[src/design/dpc_pkg.sv]
// Shared types and constants for the dead pixel counter.
`default_nettype none
package dpc_pkg;

  localparam int unsigned PixW      = 8;
  localparam int unsigned RegW      = 13;
  localparam int unsigned RowW      = 12;
  localparam int unsigned RowLimit  = 4096;
  localparam int unsigned CfgIdxW   = 3;
  localparam int unsigned CountOutW = 24;
  localparam int unsigned OutDepth  = 8;
  localparam int unsigned OutPtrW   = $clog2(OutDepth);
  localparam int unsigned OutCntW   = OutPtrW + 1;
  localparam int unsigned MemDataW  = 2 * PixW;

  typedef enum logic [CfgIdxW-1:0] {
    RegImageWidth  = 3'd0,
    RegImageHeight = 3'd1,
    RegLeft        = 3'd2,
    RegTop         = 3'd3,
    RegRight       = 3'd4,
    RegBottom      = 3'd5,
    RegGrayMode    = 3'd6,
    RegThreshold   = 3'd7
  } cfg_reg_e;

  typedef logic [PixW-1:0] pix_t;
  typedef pix_t [7:0] nbr_t;

  // per-pixel control carried down the pipeline
  typedef struct packed {
    logic in_region;
    logic frame_end;
    logic region_ok;
  } side_t;

  typedef struct packed {
    logic                 region_ok;
    logic [PixW-1:0]      max_dev;
    logic [CountOutW-1:0] count;
  } result_t;

endpackage
`default_nettype wire

[src/design/dpc_stats.sv]
// Defect count and worst deviation per frame, with the result queue and its credit count.
`default_nettype none
module dpc_stats #(
  parameter int unsigned CountBits = 24
) (
  input  wire logic                     clk_i,
  input  wire logic                     rst_ni,
  input  wire logic                     valid_i,
  input  wire logic                     flag_i,
  input  wire dpc_pkg::pix_t            dev_i,
  input  wire dpc_pkg::side_t           side_i,
  input  wire logic                     frame_start_i,
  output logic                          credit_o,
  output logic                          out_valid_o,
  input  wire logic                     out_ready_i,
  output dpc_pkg::result_t              out_result_o
);

  logic [CountBits-1:0]         cnt_q, cnt_new;
  dpc_pkg::pix_t                max_q, max_new;
  dpc_pkg::result_t             res_d;
  dpc_pkg::result_t             fifo_q [dpc_pkg::OutDepth];
  logic [dpc_pkg::OutPtrW-1:0]  wr_ptr_q, rd_ptr_q;
  logic [dpc_pkg::OutCntW-1:0]  fill_q, pending_q;
  logic                         push, pop;

  assign cnt_new = (flag_i && !(&cnt_q)) ? cnt_q + 1'b1 : cnt_q;
  assign max_new = (flag_i && (dev_i > max_q)) ? dev_i : max_q;

  always_comb begin
    res_d.region_ok = side_i.region_ok;
    res_d.max_dev   = side_i.region_ok ? max_new : '0;
    res_d.count     = side_i.region_ok ? dpc_pkg::CountOutW'(cnt_new) : '0;
  end

  assign push = valid_i && side_i.frame_end;
  assign pop  = out_valid_o && out_ready_i;

  always_ff @(posedge clk_i or negedge rst_ni) begin
    if (!rst_ni) begin
      cnt_q <= '0;
      max_q <= '0;
    end else if (valid_i) begin
      if (side_i.frame_end) begin
        cnt_q <= '0;
        max_q <= '0;
      end else begin
        cnt_q <= cnt_new;
        max_q <= max_new;
      end
    end
  end

  always_ff @(posedge clk_i) begin
    if (push) begin
      fifo_q[wr_ptr_q] <= res_d;
    end
  end

  always_ff @(posedge clk_i or negedge rst_ni) begin
    if (!rst_ni) begin
      wr_ptr_q  <= '0;
      rd_ptr_q  <= '0;
      fill_q    <= '0;
      pending_q <= '0;
    end else begin
      if (push) wr_ptr_q <= wr_ptr_q + 1'b1;
      if (pop)  rd_ptr_q <= rd_ptr_q + 1'b1;
      fill_q    <= fill_q + dpc_pkg::OutCntW'(push) - dpc_pkg::OutCntW'(pop);
      pending_q <= pending_q + dpc_pkg::OutCntW'(frame_start_i) - dpc_pkg::OutCntW'(pop);
    end
  end

  // pending counts results accepted but not yet taken, so the queue never overflows
  assign credit_o     = pending_q < dpc_pkg::OutCntW'(dpc_pkg::OutDepth);
  assign out_valid_o  = fill_q != '0;
  assign out_result_o = fifo_q[rd_ptr_q];

endmodule
`default_nettype wire

[config.mk]
export PLATFORM = sky130hd
export DESIGN_NAME = dpc_stats
export DESIGN_NICKNAME = d
export VERILOG_FILES = /design/src/design/dpc_pkg.sv /design/src/design/dpc_stats.sv
export SDC_FILE = /design/constraint.sdc
export NUM_CORES = 1
export LEC_CHECK = 0
export BUFFER_PORTS_ARGS = -buffer_cell sky130_fd_sc_hd__buf_2
export CAP_MARGIN = 40
export CORE_UTILIZATION = 62
export DETAILED_ROUTE_END_ITERATION = 16
export PLACE_DENSITY = 0.91
export SETUP_SLACK_MARGIN = 0.2
export SKIP_CTS_REPAIR_TIMING = 1
export SLEW_MARGIN = 20
export SYNTH_ARGS = -nofsm -noshare
export SYNTH_HDL_FRONTEND = slang
export SYNTH_SLANG_ARGS = --single-unit
[constraint.sdc]
create_clock -name clk_i -period 5.9 [get_ports clk_i]
set_clock_uncertainty 0.2 [all_clocks]
set_input_delay 0.295 -clock clk_i [delete_from_list [all_inputs] [get_ports clk_i]]
set_output_delay 0.295 -clock clk_i [all_outputs]
set_load 0.1 [all_outputs]
==> flow_summary.yaml <==
cells_and_area:
  final_nets: 897
  regArea_um2: 9080
  area_delta_synth_final_pct: 13.5
  multi_input_area_um2: 4070
  num_antenna_cells: 0
  final_layout_size_suffix_gt1_share_pct: 26.5
  fill_cells: 1185
  fin_util_pct: 72.0
synth:
  synth_area_um2: 13400
  ys_ff_latch: 310
  syn_nets: 837
  ys_seq_area_share_pct: 67.7
  postSynth.asyncResetShare_pct: 14.8
  synth_cell_type_count: 57
  synth_edf_count: 264
  avgSynthCellArea_um2: 16.8
  yosysWarnings: 0
  ys.flop_type: "edfxtp_1"
  synthCells: 798
clock_network:
  htree_levels: 1
  clock_latency_ns: 0.55
  root_buffer: "clkbuf_16"
  clockBufferDepth: 3
  numCtsBuffers: 29
  clk_pin_slew_ns: 0.06
  clkSinkCount: 310
  cts_tree: "done"
pwr:
  leakagePower_nw: 5.14
  powerDensity_nw_per_um2: 519
  peakVddDrop_mv: 0.332
timing:
  hold_viol: 0
  rsz0062_at_grt: "no"
  period_needed_ns: 3.70
  slew_headroom_pct: 44.6
  setup_violations: 0
  drv_slew: 0
  worst_slew_pin_slew_ns: 0.831
  setup_tns_ns: 0
  fmaxAchievable_ghz: 0.270
  hold_ws_ns: 0.0456
  fin_crit_sh_pct: 62.8
detailed_routing:
  dr.pass1.iters: 5
  drtIter0Drc: 852
  dr_wl_met2_um: 15300
  antenna_left: 0
  wl_um: 29800
  route.detailed.drc: 0
  via_per_inst: 6.74
  wl_met3_um: 2470
  wl_met1_um: 10900
  via_count: 7786
  wire_per_inst_um: 25.8
  routed.top_layer: "met5"
worst_setup_path:
  critPathArrivalTime_ns: 3.21
  cp-end-kind: "output port"
  worstSetupStartpointType: "flip-flop"
  rr_worst_depth: 5
  criticalPathCategory: "flip-flop to output port"
  r2r-start: "cnt_q[8]$_DFFE_PN0P_"
  crit_buf_inv: 3
  startpoint: "rd_ptr_q[0]$_DFFE_PN0P_"
  path_depth: 5
  cp_max_fo: 24
  cp_slowest_cell: "dfrtp_4"
  rr_endpoint: "fifo_q[4][21]$_DFFE_PP_"
  crit_chain: "buf_12 -> buf_4 -> mux4_2 -> mux2_2 -> buf_2"
  crit_end: "out_result_o[23]"
  rrSetupSlack_ns: 2.69
  worstPathRequired_ns: 5.41
  cp_top_family: "buffers and inverters"
  critPathMaxStageDelay_ns: 0.76
floorplanning:
  core-area_um2: 21200
  io_pins: 52
  die_w_um: 149
  die_area_um2: 22200
  die_h_um: 149
  start_util_pct: 63.4
  rows: 53
global_routing:
  grt_pass1_wl_um: 45400
  grt_max_degree: 35
  grt_usage_pct: 27.7
  grt_pass1_vias: 7933
  grt_antenna_before_repair: 1
  gr-total-overflow: 0
job:
  drv_cap: 0
placement:
  port-buffer-count: 50
  gp_congestion: 0.852
  hpwl_um: 16300
outcome:
  status: "finished clean"
hold_path:
  hp-class: "input port to async pin"
## stage by stage
step | worst slack [ns] | instances | power [mW] | instance area [um2]
global route | 1.98 | 1155 | 8.18 | 15200
detailed placement | 2.68 | 1090 | 5.89 | 14100
CTS | 2.11 | 1143 | 7.94 | 15100
finish | 2.20 | 1155 | 7.91 | 15200
global placement | 2.62 | 1085 | 5.78 | 13900
floorplan | 1.10 | 798 | 5.34 | 13400
## area by class of cell
type | instances | area share (%)
Sequential cell | 310 | 59.6
Tap cell | 275 | 2.26
Clock inverter | 13 | 1.63
Inverter | 28 | 0.690
Multi-Input combinational cell | 410 | 26.7
Clock buffer | 40 | 5.30
Timing Repair Buffer | 79 | 3.78
## cells in the final DEF (no fill, tap or decap), drive strengths merged, types with 6 or more instances in the layout
cell type,Yosys,layout
mux2,35,35
inv,27,27
bufinv,0,7
dlygate4sd3,0,12
clkbuf,33,40
nor2b,6,6
xnor2,15,15
mux2i,6,6
dfrtp,46,46
a21oi,21,21
buf,17,67
nand3,37,37
and3,7,7
or3,6,6
o21ai,14,14
and4,6,6
nand4,15,15
o221ai,9,9
xor2,10,10
o311ai,7,7
a221o,6,6
edfxtp,264,264
mux4,66,66
ha,20,20
nor3b,6,6
nor3,7,7
nand2,29,29
nor2,31,31
## worst min path at each step
stage,from,end,slack (ns)
floorplan,rst_ni,cnt_q[0]$_DFFE_PN0P_,-0.20
global placement,fill_q[0]$_DFF_PN0_,fill_q[0]$_DFF_PN0_,0.30
detailed placement,rst_ni,pending_q[2]$_DFF_PN0_,0.06
CTS,rst_ni,pending_q[2]$_DFF_PN0_,-0.50
global route,rst_ni,pending_q[2]$_DFF_PN0_,0.08
finish,rst_ni,wr_ptr_q[2]$_DFFE_PN0N_,0.05
## flip-flops by register name (all words and copies together) (netlist names)
name and flops:
fifo_q 264, cnt_q 24, max_q 8, fill_q 4, pending_q 4, rd_ptr_q 3
wr_ptr_q 3
## kinds of logic after synthesis
| logic type | after synthesis | synth area share, % |
|---|---|---|
| DFF | 310 | 67.7 |
| AOI/OAI and AO/OA | 87 | 4.74 |
| and+or+nand+nor | 169 | 6.97 |
| muxes | 107 | 14.5 |
| buffers and inverters | 78 | 2.39 |
| xor gates and xnor gates | 25 | 1.63 |
| adders and majority gates | 22 | 2.16 |
## report_power, final
group          leakage, nW  total (mW)  switching, mW  internal [mW]
clock network        0.509        2.05          0.789           1.26
logic                 1.67        3.04           2.14          0.895
registers             2.96        2.82          0.195           2.63
## Yosys cell counts (3+ instances only)
master,count,area [um2]
dfrtp_1,46,1150
a21oi_1,21,105
o2111ai_1,3,26.3
and4_1,6,52.6
nor3b_1,6,45.0
a31oi_1,4,25.0
buf_1,6,22.5
and3_1,7,43.8
or4_1,5,37.5
o21ai_0,13,65.1
or3_1,6,37.5
mux4_2,66,1490
nand4_1,15,93.8
nand3_1,36,180
nand2b_1,5,31.3
inv_1,27,101
xnor2_1,15,131
buf_2,9,45.0
nor3_1,6,30.0
nor2b_1,6,37.5
mux2_2,35,394
o311ai_0,7,61.3
o211ai_1,4,30.0
clkbuf_1,32,120
nand2_1,29,109
nor2_1,31,116
xor2_1,10,87.6
ha_1,20,250
o221ai_1,8,70.1
edfxtp_1,264,7930
a221o_1,6,60.1
a21o_1,3,22.5
mux2i_1,6,60.1
## routing by layer
layer  track usage [%]  vias up
met5                 0        -
met4              9.85        2
met3              4.25       84
met2              47.4      448
met1              36.6     3935
li1                  -     3317
Power figures use the tool's default switching activity.
