**config.mk**
```make
export PLATFORM = sky130hd
export DESIGN_NAME = dpc_median8
export DESIGN_NICKNAME = d
export VERILOG_FILES = /design/src/design/dpc_pkg.sv /design/src/design/dpc_median8.sv
export SDC_FILE = /design/constraint.sdc
export NUM_CORES = 1
export LEC_CHECK = 0
export ABC_CLOCK_PERIOD_IN_PS = 7000
export BUFFER_PORTS_ARGS = -buffer_cell sky130_fd_sc_hd__buf_2
export CAP_MARGIN = 20
export CORE_UTILIZATION = 59
export DETAILED_ROUTE_END_ITERATION = 10
export PLACE_DENSITY = 0.81
export RECOVER_POWER = 100
export SYNTH_ARGS = -nofsm -noshare
export SYNTH_HDL_FRONTEND = slang
export SYNTH_SLANG_ARGS = --single-unit
```
**constraint.sdc**
```tcl
create_clock -name clk_i -period 7 [get_ports clk_i]
set_input_delay 0.35 -clock clk_i [delete_from_list [all_inputs] [get_ports clk_i]]
set_output_delay 0.35 -clock clk_i [all_outputs]
set_load 0.01 [all_outputs]
```
**src/design/dpc_pkg.sv**
```systemverilog
// Shared types and constants for the dead pixel counter.
`default_nettype none
package dpc_pkg;

  localparam int unsigned PixW      = 8;
  localparam int unsigned RegW      = 13;
  localparam int unsigned RowW      = 12;
  localparam int unsigned RowLimit  = 4096;
  localparam int unsigned CfgIdxW   = 3;
  localparam int unsigned CountOutW = 24;
  localparam int unsigned OutDepth  = 8;
  localparam int unsigned OutPtrW   = $clog2(OutDepth);
  localparam int unsigned OutCntW   = OutPtrW + 1;
  localparam int unsigned MemDataW  = 2 * PixW;

  typedef enum logic [CfgIdxW-1:0] {
    RegImageWidth  = 3'd0,
    RegImageHeight = 3'd1,
    RegLeft        = 3'd2,
    RegTop         = 3'd3,
    RegRight       = 3'd4,
    RegBottom      = 3'd5,
    RegGrayMode    = 3'd6,
    RegThreshold   = 3'd7
  } cfg_reg_e;

  typedef logic [PixW-1:0] pix_t;
  typedef pix_t [7:0] nbr_t;

  // per-pixel control carried down the pipeline
  typedef struct packed {
    logic in_region;
    logic frame_end;
    logic region_ok;
  } side_t;

  typedef struct packed {
    logic                 region_ok;
    logic [PixW-1:0]      max_dev;
    logic [CountOutW-1:0] count;
  } result_t;

endpackage
`default_nettype wire

```
**src/design/dpc_median8.sv**
```systemverilog
// Two-stage 19 compare-exchange merge network giving the upper median of 8 neighbors.
`default_nettype none
module dpc_median8 (
  input  wire logic           clk_i,
  input  wire logic           rst_ni,
  input  wire logic           valid_i,
  input  wire dpc_pkg::nbr_t  nbr_i,
  input  wire dpc_pkg::pix_t  center_i,
  input  wire dpc_pkg::side_t side_i,
  output logic                valid_o,
  output dpc_pkg::pix_t       median_o,
  output dpc_pkg::pix_t       center_o,
  output dpc_pkg::side_t      side_o
);

  function automatic dpc_pkg::nbr_t cs(dpc_pkg::nbr_t v, logic [2:0] i, logic [2:0] j);
    dpc_pkg::nbr_t r;
    r = v;
    if (v[j] < v[i]) begin
      r[i] = v[j];
      r[j] = v[i];
    end
    return r;
  endfunction

  dpc_pkg::nbr_t  a_d, a_q, b_d;
  dpc_pkg::pix_t  center_a_q;
  dpc_pkg::side_t side_a_q;
  logic           valid_a_q;

  always_comb begin
    a_d = nbr_i;
    a_d = cs(a_d, 3'd0, 3'd1);
    a_d = cs(a_d, 3'd2, 3'd3);
    a_d = cs(a_d, 3'd4, 3'd5);
    a_d = cs(a_d, 3'd6, 3'd7);
    a_d = cs(a_d, 3'd0, 3'd2);
    a_d = cs(a_d, 3'd1, 3'd3);
    a_d = cs(a_d, 3'd4, 3'd6);
    a_d = cs(a_d, 3'd5, 3'd7);
    a_d = cs(a_d, 3'd1, 3'd2);
    a_d = cs(a_d, 3'd5, 3'd6);
  end

  always_comb begin
    b_d = a_q;
    b_d = cs(b_d, 3'd0, 3'd4);
    b_d = cs(b_d, 3'd1, 3'd5);
    b_d = cs(b_d, 3'd2, 3'd6);
    b_d = cs(b_d, 3'd3, 3'd7);
    b_d = cs(b_d, 3'd2, 3'd4);
    b_d = cs(b_d, 3'd3, 3'd5);
    b_d = cs(b_d, 3'd1, 3'd2);
    b_d = cs(b_d, 3'd3, 3'd4);
    b_d = cs(b_d, 3'd5, 3'd6);
  end

  always_ff @(posedge clk_i) begin
    a_q        <= a_d;
    center_a_q <= center_i;
    side_a_q   <= side_i;
    median_o   <= b_d[4];
    center_o   <= center_a_q;
    side_o     <= side_a_q;
  end

  always_ff @(posedge clk_i or negedge rst_ni) begin
    if (!rst_ni) begin
      valid_a_q <= 1'b0;
      valid_o   <= 1'b0;
    end else begin
      valid_a_q <= valid_i;
      valid_o   <= valid_a_q;
    end
  end

endmodule
`default_nettype wire

```
==> results of run 1 <==
[sequential cells by signal, indices dropped and copies added, names as in the netlist]
name and count:
a_q 64, side_o 3, center_a_q 8, center_o 8, valid_o 1, median_o 8
valid_a_q 1, side_a_q 3
[worst min-delay path by stage]
stage | from | slack (ns) | cells past startpoint | end
floorplan | rst_ni | 0.05 | 0 | valid_a_q$_DFF_PN0_
CTS | center_i[7] | 0.10 | 1 | center_a_q[7]$_DFF_P_
global route | center_i[3] | 0.09 | 1 | center_a_q[3]$_DFF_P_
global placement | rst_ni | 0.14 | 1 | valid_o$_DFF_PN0_
detailed placement | rst_ni | 0.14 | 1 | valid_o$_DFF_PN0_
finish | center_i[5] | 0.11 | 1 | center_a_q[5]$_DFF_P_
[kinds of logic after synthesis]
kind of cell	after synthesis	share of synthesized area [%]
buffers and inverters	140	7.39
AOI/OAI and AO/OA	203	17.9
DFF	96	25.6
xor gates and xnor gates	2	0.232
and+or+nand+nor	136	8.68
muxes	148	21.1
adders and majority gates	116	19.1
[cells in the mapped netlist (2+ instances only)]
master                        n
sky130_fd_sc_hd__buf_4        2
sky130_fd_sc_hd__and4_1       3
sky130_fd_sc_hd__nor3_1       2
sky130_fd_sc_hd__o31ai_4      2
sky130_fd_sc_hd__nand2b_1    11
sky130_fd_sc_hd__mux2i_4      2
sky130_fd_sc_hd__a311oi_1     3
sky130_fd_sc_hd__and3_1       2
sky130_fd_sc_hd__o21ai_0     19
sky130_fd_sc_hd__nor2b_1      5
sky130_fd_sc_hd__buf_2        8
sky130_fd_sc_hd__ha_1       114
sky130_fd_sc_hd__a211o_1      2
sky130_fd_sc_hd__xnor2_1      2
sky130_fd_sc_hd__a21oi_1     92
sky130_fd_sc_hd__nor2_1      62
sky130_fd_sc_hd__nand3b_1     3
sky130_fd_sc_hd__a21o_1      31
sky130_fd_sc_hd__nand4_1     14
sky130_fd_sc_hd__a2111oi_0    2
sky130_fd_sc_hd__o21a_1      11
sky130_fd_sc_hd__a31oi_1      9
sky130_fd_sc_hd__nand3_1      8
sky130_fd_sc_hd__mux2i_1    104
sky130_fd_sc_hd__inv_1      116
sky130_fd_sc_hd__dfxtp_1     94
sky130_fd_sc_hd__o31ai_1      2
sky130_fd_sc_hd__maj3_1       2
sky130_fd_sc_hd__a2111oi_4    2
sky130_fd_sc_hd__a211oi_1     3
sky130_fd_sc_hd__clkbuf_1    12
sky130_fd_sc_hd__a221o_1      2
sky130_fd_sc_hd__mux2_4       9
sky130_fd_sc_hd__nand2_1     20
sky130_fd_sc_hd__o211ai_1     2
sky130_fd_sc_hd__a21oi_2      3
sky130_fd_sc_hd__mux2_2      32
sky130_fd_sc_hd__buf_6        2
sky130_fd_sc_hd__dfrtp_1      2
[critical path: stages]
cell and delay (ns):
sky130_fd_sc_hd__clkbuf_1 0.09, sky130_fd_sc_hd__inv_1 0.06, sky130_fd_sc_hd__ha_1 0.31, sky130_fd_sc_hd__nand4_1 0.16, sky130_fd_sc_hd__o31ai_4 0.58, sky130_fd_sc_hd__clkbuf_1 0.53
sky130_fd_sc_hd__nor2_1 0.08, sky130_fd_sc_hd__a21oi_1 0.41, sky130_fd_sc_hd__inv_1 0.10, sky130_fd_sc_hd__ha_1 0.33, sky130_fd_sc_hd__a21o_1 0.18, sky130_fd_sc_hd__a21o_1 0.17
sky130_fd_sc_hd__a21oi_1 0.13, sky130_fd_sc_hd__o21ai_0 0.17, sky130_fd_sc_hd__a21oi_1 0.35, sky130_fd_sc_hd__buf_4 0.32, sky130_fd_sc_hd__mux2i_1 0.32, sky130_fd_sc_hd__inv_1 0.08
sky130_fd_sc_hd__ha_1 0.30, sky130_fd_sc_hd__a211oi_1 0.09, sky130_fd_sc_hd__nor2b_1 0.14, sky130_fd_sc_hd__o31ai_1 0.56, sky130_fd_sc_hd__o21ai_4 0.30, sky130_fd_sc_hd__mux2_1 0.43
[report_power, final]
| group | internal [mW] | switching (mW) | leakage [nW] |
|---|---|---|---|
| combinational | 1.44 | 1.76 | 3.46 |
| sequential | 0.762 | 0.102 | 0.816 |
| clock | 0.246 | 0.211 | 0.138 |
| total | 2.45 | 2.07 | 4.42 |
[layout make-up]
cell class | instances | area [um2]
inverters | 116 | 435
flip-flops and latches | 96 | 1930
multi-input cells | 605 | 5030
repair buffers | 114 | 567
well taps | 168 | 210
fillers | 1023 | 3810
clock inverters | 6 | 48.8
clock buffers | 10 | 229
[layer usage]
metal,track usage [%],part of all wire (%),vias up,wire length (um)
met5,0,0,-,0
met4,6.23,1.2,0,206
met3,4.16,5.0,18,885
met2,46.2,47,179,8260
met1,37.3,47,2898,8210
li1,-,-,3201,-
[cell usage in the layout, fill, tap and decap left out, types with 10 or more instances in the layout]
cell type | netlist | routed
sky130_fd_sc_hd__inv_1 | 116 | 116
sky130_fd_sc_hd__ha_1 | 114 | 114
sky130_fd_sc_hd__mux2i_1 | 104 | 104
sky130_fd_sc_hd__dfxtp_1 | 94 | 94
sky130_fd_sc_hd__a21oi_1 | 92 | 93
sky130_fd_sc_hd__buf_2 | 8 | 76
sky130_fd_sc_hd__nor2_1 | 62 | 62
sky130_fd_sc_hd__a21o_1 | 31 | 31
sky130_fd_sc_hd__mux2_2 | 32 | 31
sky130_fd_sc_hd__clkbuf_1 | 12 | 28
sky130_fd_sc_hd__nand2_1 | 20 | 20
sky130_fd_sc_hd__o21ai_0 | 19 | 18
sky130_fd_sc_hd__nand4_1 | 14 | 14
sky130_fd_sc_hd__o21a_1 | 11 | 11
sky130_fd_sc_hd__nand2b_1 | 11 | 11
sky130_fd_sc_hd__mux2_1 | 1 | 11
sky130_fd_sc_hd__buf_4 | 2 | 10
[stage by stage]
| stage | utilization, % | total power [mW] | cell area (um2) | worst slack (ns) |
|---|---|---|---|---|
| global route | 68.9 | 4.91 | 8450 | 0.234 |
| finish | 68.9 | 4.52 | 8450 | 0.652 |
| detailed placement | 67.2 | 4.04 | 8240 | 0.624 |
| CTS | 69.6 | 4.54 | 8530 | 0.950 |
| global placement | 67.2 | 3.97 | 8240 | 0.829 |
| floorplan | - | 3.34 | 7550 | 1.46 |
==> impl_metrics.csv, run 1 <==
group,metric,value,unit
cts,skew_pair_late_insertion_delay,0.34,ns
sta,timing.hold.ws,0.107,ns
grt,grt_usage,27.5,%
worst_setup_path,critPathCaptureType,"register",
yosys,synth-async-reset-ratio,2.08,%
sta,final.period_utilization,90.7,%
grt,grt_remaining_overflow,0,
cts,clock_tree.root_cell,"sky130_fd_sc_hd__clkbuf_16",
die,initial_utilization,61.6,%
routing,drc_violations_left,0,
worst_setup_path,critical_path.max_fanout,15,
sta,period_needed,6.35,ns
power,vdd.ir_drop.worst,398,uV
placement,place_inst,1097,
die,design.portCount,98,
die,fp.coreArea,0.0123,mm2
yosys,yosys_warnings,0,
power,cell_pwr_density,535,mW/mm2
yosys,synth_cell_types,64,
worst_setup_path,setup.reg_to_reg.worst_slack,0.78,ns
grt,first_global_vias,5925,
worst_setup_path,cp_data_required_time,7.21,ns
sta,fmax,0.158,GHz
cts,number_of_buffers_created_by_cts,9,
final_layout,antenna-diode-count,0,
die,design.die.area,0.0133,mm2
sta,final-max-slew-violation-count,0,
routing,antenna_violating_nets_post_route,0,
worst_setup_path,r2r_start,"a_q[5]$_DFF_P_",
cts,cts.htree.levels,3,
sta,totalNegativeSetupSlack,0,ns
cts,path_clk_slew,0.07,ns
yosys,yosys.area.top_type_share,24.9,%
run_status,outcome,"completed",
yosys,synth_fp_nets,1033,
final_layout,final_net_count,1134,
yosys,synth.ff_latch_count,96,
yosys,synth.avg_cell_area,8.98,um2
placement,gp_congestion,0.911,
hold_path,timing.hold.worst.class,"in2reg",
grt,number_of_antenna_violations_at_the_first_check_in_global_routing,0,
worst_setup_path,setup_crit_start,"nbr_i[23]",
final_layout,post_layout_nonfiller_instances,1115,
routing,first_pass_iters,5,
sta,slew_headroom,47.8,%
run,timing.max_cap.violations,0,
worst_setup_path,cp-endpoint,"a_q[13]$_DFF_P_",
sta,rsz0062_at_grt,"false",
placement,io_buffer_count,97,
yosys,yosysSeqAreaShare,25.6,%
sta,max_slew.worst_pin.slew,0.781,ns
cts,clock_sinks,96,
placement,dpl.hpwl,14400,um
cts,post_cts_buffers,0,
die,die_y,115,um
final_layout,synthToLayoutAreaGrowth,11.8,%
yosys,synth_flop_cell,"sky130_fd_sc_hd__dfxtp_1",
yosys,syn_inst,841,
yosys,synth_enable_flop_cells,0,
routing,first_iter_violations,440,
yosys,syn-cell-area,0.00755,mm2
routing,post_drt_via_cell_ratio,5.65,
worst_setup_path,worstRegToRegCells,23,
yosys,netlist_top_cells_area,"sky130_fd_sc_hd__dfxtp_1 25%, sky130_fd_sc_hd__ha_1 19%, sky130_fd_sc_hd__mux2i_1 14%",
yosys,netlist.top_cell.by_area,"sky130_fd_sc_hd__dfxtp_1",
worst_setup_path,crit_arrival,6.56,ns
worst_setup_path,timing.setup.critical_path_class,"in2reg",
sta,timing.final.hold_violations,0,
worst_setup_path,reg2reg_to,"median_o[6]$_DFF_P_",
cts,hold_buffers,1,
cts,cts_buffer_depth,2,
worst_setup_path,start_kind,"primary input",
sta,timing.final.setup_violations,0,
routing,detailroute.via_count,6296,
cts,tritoncts_clock_tree,"built",
power,cellLeakagePower,4.42,nW
sta,post_route_skew,0.00902,ns
cts,cts_resized,0,
routing,detail_route.wirelength,17600,um
grt,first_pass_grt_wire_length,28400,um
final_layout,final_layout_size_suffix_gt1_share,15.5,%
routing,drt-wirelength-per-cell,15.8,um
die,rows,40,
grt,grt_max_degree,22,
die,die-width,115,um
Note: power is estimated with default switching activity, not from simulation.
==> run 2: changes to the inputs <==
CELL_PAD_IN_SITES_DETAIL_PLACEMENT = 1   (was default)
CELL_PAD_IN_SITES_GLOBAL_PLACEMENT = 1   (was default)
CORE_UTILIZATION = 45   (was 59)
GPL_TIMING_DRIVEN = 0   (was default)
PLACE_DENSITY = default   (was 0.81)
PLACE_DENSITY_LB_ADDON = 0.1   (was default)
==> run 2 against run 1 <==
  * Hold slack lost 0.011 ns
  * Worst setup slack lost 0.28 ns
  * Non-clock buffer count grew 8
  * Global-route usage shrank 1.6 points
  * Clock-buffer cell count grew 1
  * Largest power group unchanged
==> impl_metrics.csv, run 2 (same netlist as run 1, synthesis figures left out) <==
group,metric,value,unit
cts,path_clk_slew,0.07,ns
sta,timing.final.hold_violations,0,
power,vdd.ir_drop.worst,626,uV
sta,slew_headroom,37.5,%
final_layout,layout.area.seq,0.00193,mm2
grt,number_of_antenna_violations_at_the_first_check_in_global_routing,0,
final_layout,final_common_cell,"sky130_fd_sc_hd__inv_1",
routing,first_pass_iters,4,
final_layout,final_net_count,1142,
grt,met3_usage,5.09,%
placement,gp_congestion,0.948,
grt,grt_usage,26.0,%
final_layout,synthToLayoutAreaGrowth,13.7,%
final_layout,layout.cell_area.non_filler,0.00859,mm2
grt,grt_max_degree,17,
die,rows,47,
cts,post_cts_buffers,0,
routing,detail_route.wirelength,21900,um
run_status,outcome,"completed",
grt,first_pass_grt_wire_length,35600,um
power,cell_pwr_density,562,mW/mm2
die,die_y,132,um
worst_setup_path,start_kind,"register",
hold_path,worstHoldStart,"center_i[5]",
worst_setup_path,worstRegToRegCells,24,
final_layout,regMostFlops,"a_q",
worst_setup_path,cp_data_required_time,7.23,ns
hold_path,timing.hold.worst.class,"in2reg",
cts,skew_pair_late_insertion_delay,0.35,ns
final_layout,fill_cells,2004,
cts,cts_buffer_depth,2,
sta,max_slew.worst_pin.slew,0.931,ns
routing,detailroute.via_count,6450,
grt,grtUsageMet2,45.8,%
cts,cts.htree.levels,3,
worst_setup_path,timing.setup.critical_path_class,"reg2reg",
sta,timing.hold.ws,0.0962,ns
grt,gr-max-usage-layer,"met2",
final_layout,multi_input_area,0.00502,mm2
sta,totalNegativeSetupSlack,0,ns
sta,post_route_skew,0.00596,ns
routing,first_iter_violations,293,
sta,timing.final.setup_violations,0,
grt,first_global_vias,7057,
worst_setup_path,crit_arrival,6.86,ns
cts,clock_sinks,96,
die,die-width,132,um
final_layout,final_layout_size_suffix_gt1_share,15.5,%
grt,grt_util_met1,32.4,%
die,design.die.area,0.0173,mm2
placement,post_dp_cell_area,0.00832,mm2
sta,fmax,0.151,GHz
cts,clock_tree.root_cell,"sky130_fd_sc_hd__clkbuf_16",
cts,number_of_buffers_created_by_cts,9,
routing,drt-wirelength-per-cell,18.7,um
sta,period_needed,6.63,ns
die,initial_utilization,45.9,%
final_layout,mostFrequentLayoutCells,"116 x sky130_fd_sc_hd__inv_1, 114 x sky130_fd_sc_hd__ha_1, 104 x sky130_fd_sc_hd__mux2i_1, 94 x sky130_fd_sc_hd__dfxtp_1, 92 x sky130_fd_sc_hd__a21oi_1",
worst_setup_path,critPathCaptureType,"register",
routing,post_drt_via_cell_ratio,5.49,
worst_setup_path,reg2reg_to,"median_o[3]$_DFF_P_",
worst_setup_path,setup_crit_start,"a_q[28]$_DFF_P_",
die,fp.coreArea,0.0165,mm2
power,power.total,4.83,mW
final_layout,antenna-diode-count,0,
worst_setup_path,critical_path.max_fanout,10,
cts,tritoncts_clock_tree,"built",
worst_setup_path,setup.reg_to_reg.worst_slack,0.37,ns
final_layout,largest_register_ffs,64,
placement,dpl.hpwl,18300,um
routing,drc_violations_left,0,
hold_path,timing.hold.worst_endpoint,"center_a_q[5]$_DFF_P_",
placement,io_buffer_count,97,
sta,final.period_utilization,94.7,%
power,cellLeakagePower,4.45,nW
sta,rsz0062_at_grt,"false",
die,design.portCount,98,
grt,grt_remaining_overflow,0,
hold_path,min_delay_path_depth,1,
run,timing.max_cap.violations,0,
routing,antenna_violating_nets_post_route,0,
sta,final-max-slew-violation-count,0,
worst_setup_path,r2r_start,"a_q[28]$_DFF_P_",
run 2: through the flow:
| stage | util, % | instances | setup WS, ns |
|---|---|---|---|
| after floorplan | - | 841 | 1.46 |
| after global placement | 50.5 | 1158 | 0.408 |
| after detailed placement | 50.5 | 1158 | 0.131 |
| after CTS | 52.6 | 1175 | 0.422 |
| after global routing | 52.2 | 1175 | 0.00699 |
| final | 52.2 | 1175 | 0.371 |
run 2: worst max-delay path: stages (launching register included):
cell and delay [ns]:
sky130_fd_sc_hd__dfxtp_1 0.31, sky130_fd_sc_hd__inv_1 0.06, sky130_fd_sc_hd__ha_1 0.29, sky130_fd_sc_hd__and3_1 0.22
sky130_fd_sc_hd__a221o_1 0.34, sky130_fd_sc_hd__a31o_2 0.25, sky130_fd_sc_hd__a21oi_1 0.36, sky130_fd_sc_hd__clkbuf_1 0.37
sky130_fd_sc_hd__nor2_1 0.08, sky130_fd_sc_hd__a21oi_1 0.26, sky130_fd_sc_hd__ha_1 0.30, sky130_fd_sc_hd__a21o_1 0.19
sky130_fd_sc_hd__a21oi_1 0.21, sky130_fd_sc_hd__o21ai_0 0.18, sky130_fd_sc_hd__a21o_1 0.26, sky130_fd_sc_hd__a21oi_2 0.36
sky130_fd_sc_hd__mux2i_1 0.44, sky130_fd_sc_hd__inv_1 0.10, sky130_fd_sc_hd__ha_1 0.32, sky130_fd_sc_hd__a211o_1 0.32
sky130_fd_sc_hd__or2_2 0.28, sky130_fd_sc_hd__a221oi_1 0.28, sky130_fd_sc_hd__a21o_1 0.12, sky130_fd_sc_hd__buf_2 0.22
sky130_fd_sc_hd__mux2_2 0.38
run 2: area by class of cell:
type                    instances  area share, %
clock inverters                 5           1.01
plain buffers                  24           1.33
well taps                     220           3.21
clock buffers                  11           2.94
multi-input cells             605           58.5
inverters                     116           5.07
repair buffers                 98           5.45
flip-flops and latches         96           22.5
run 2: routing by layer:
layer | share of wire [%] | vias up
li1 | - | 3198
met1 | 45 | 3117
met2 | 49 | 110
met3 | 4.8 | 25
met4 | 1.3 | 0
met5 | 0 | -
run 2: report_power, final:
part / switching, mW / total (mW) / leakage [nW] / internal (mW)
Sequential: 0.103 / 0.865 / 0.816 / 0.762
Combinational: 1.91 / 3.41 / 3.47 / 1.50
Clock: 0.215 / 0.550 / 0.166 / 0.335
Total: 2.23 / 4.83 / 4.45 / 2.60
run 2: worst max-delay path by stage:
stage                                to  slack (ns)  cells past startpoint
floorplan               a_q[13]$_DFF_P_        1.46                     25
global placement        a_q[51]$_DFF_P_        0.41                     27
detailed placement      a_q[51]$_DFF_P_        0.13                     27
CTS                 median_o[0]$_DFF_P_        0.42                     24
global route        median_o[0]$_DFF_P_       0.007                     24
finish              median_o[3]$_DFF_P_        0.37                     24
run 2: timing repair:
action                                 4_1_cts  5_1_grt
hold buffers                                 1        0
setup endpoints to repair                    0       11
gates resized for setup                      0        4
endpoints found under the hold margin        2        0
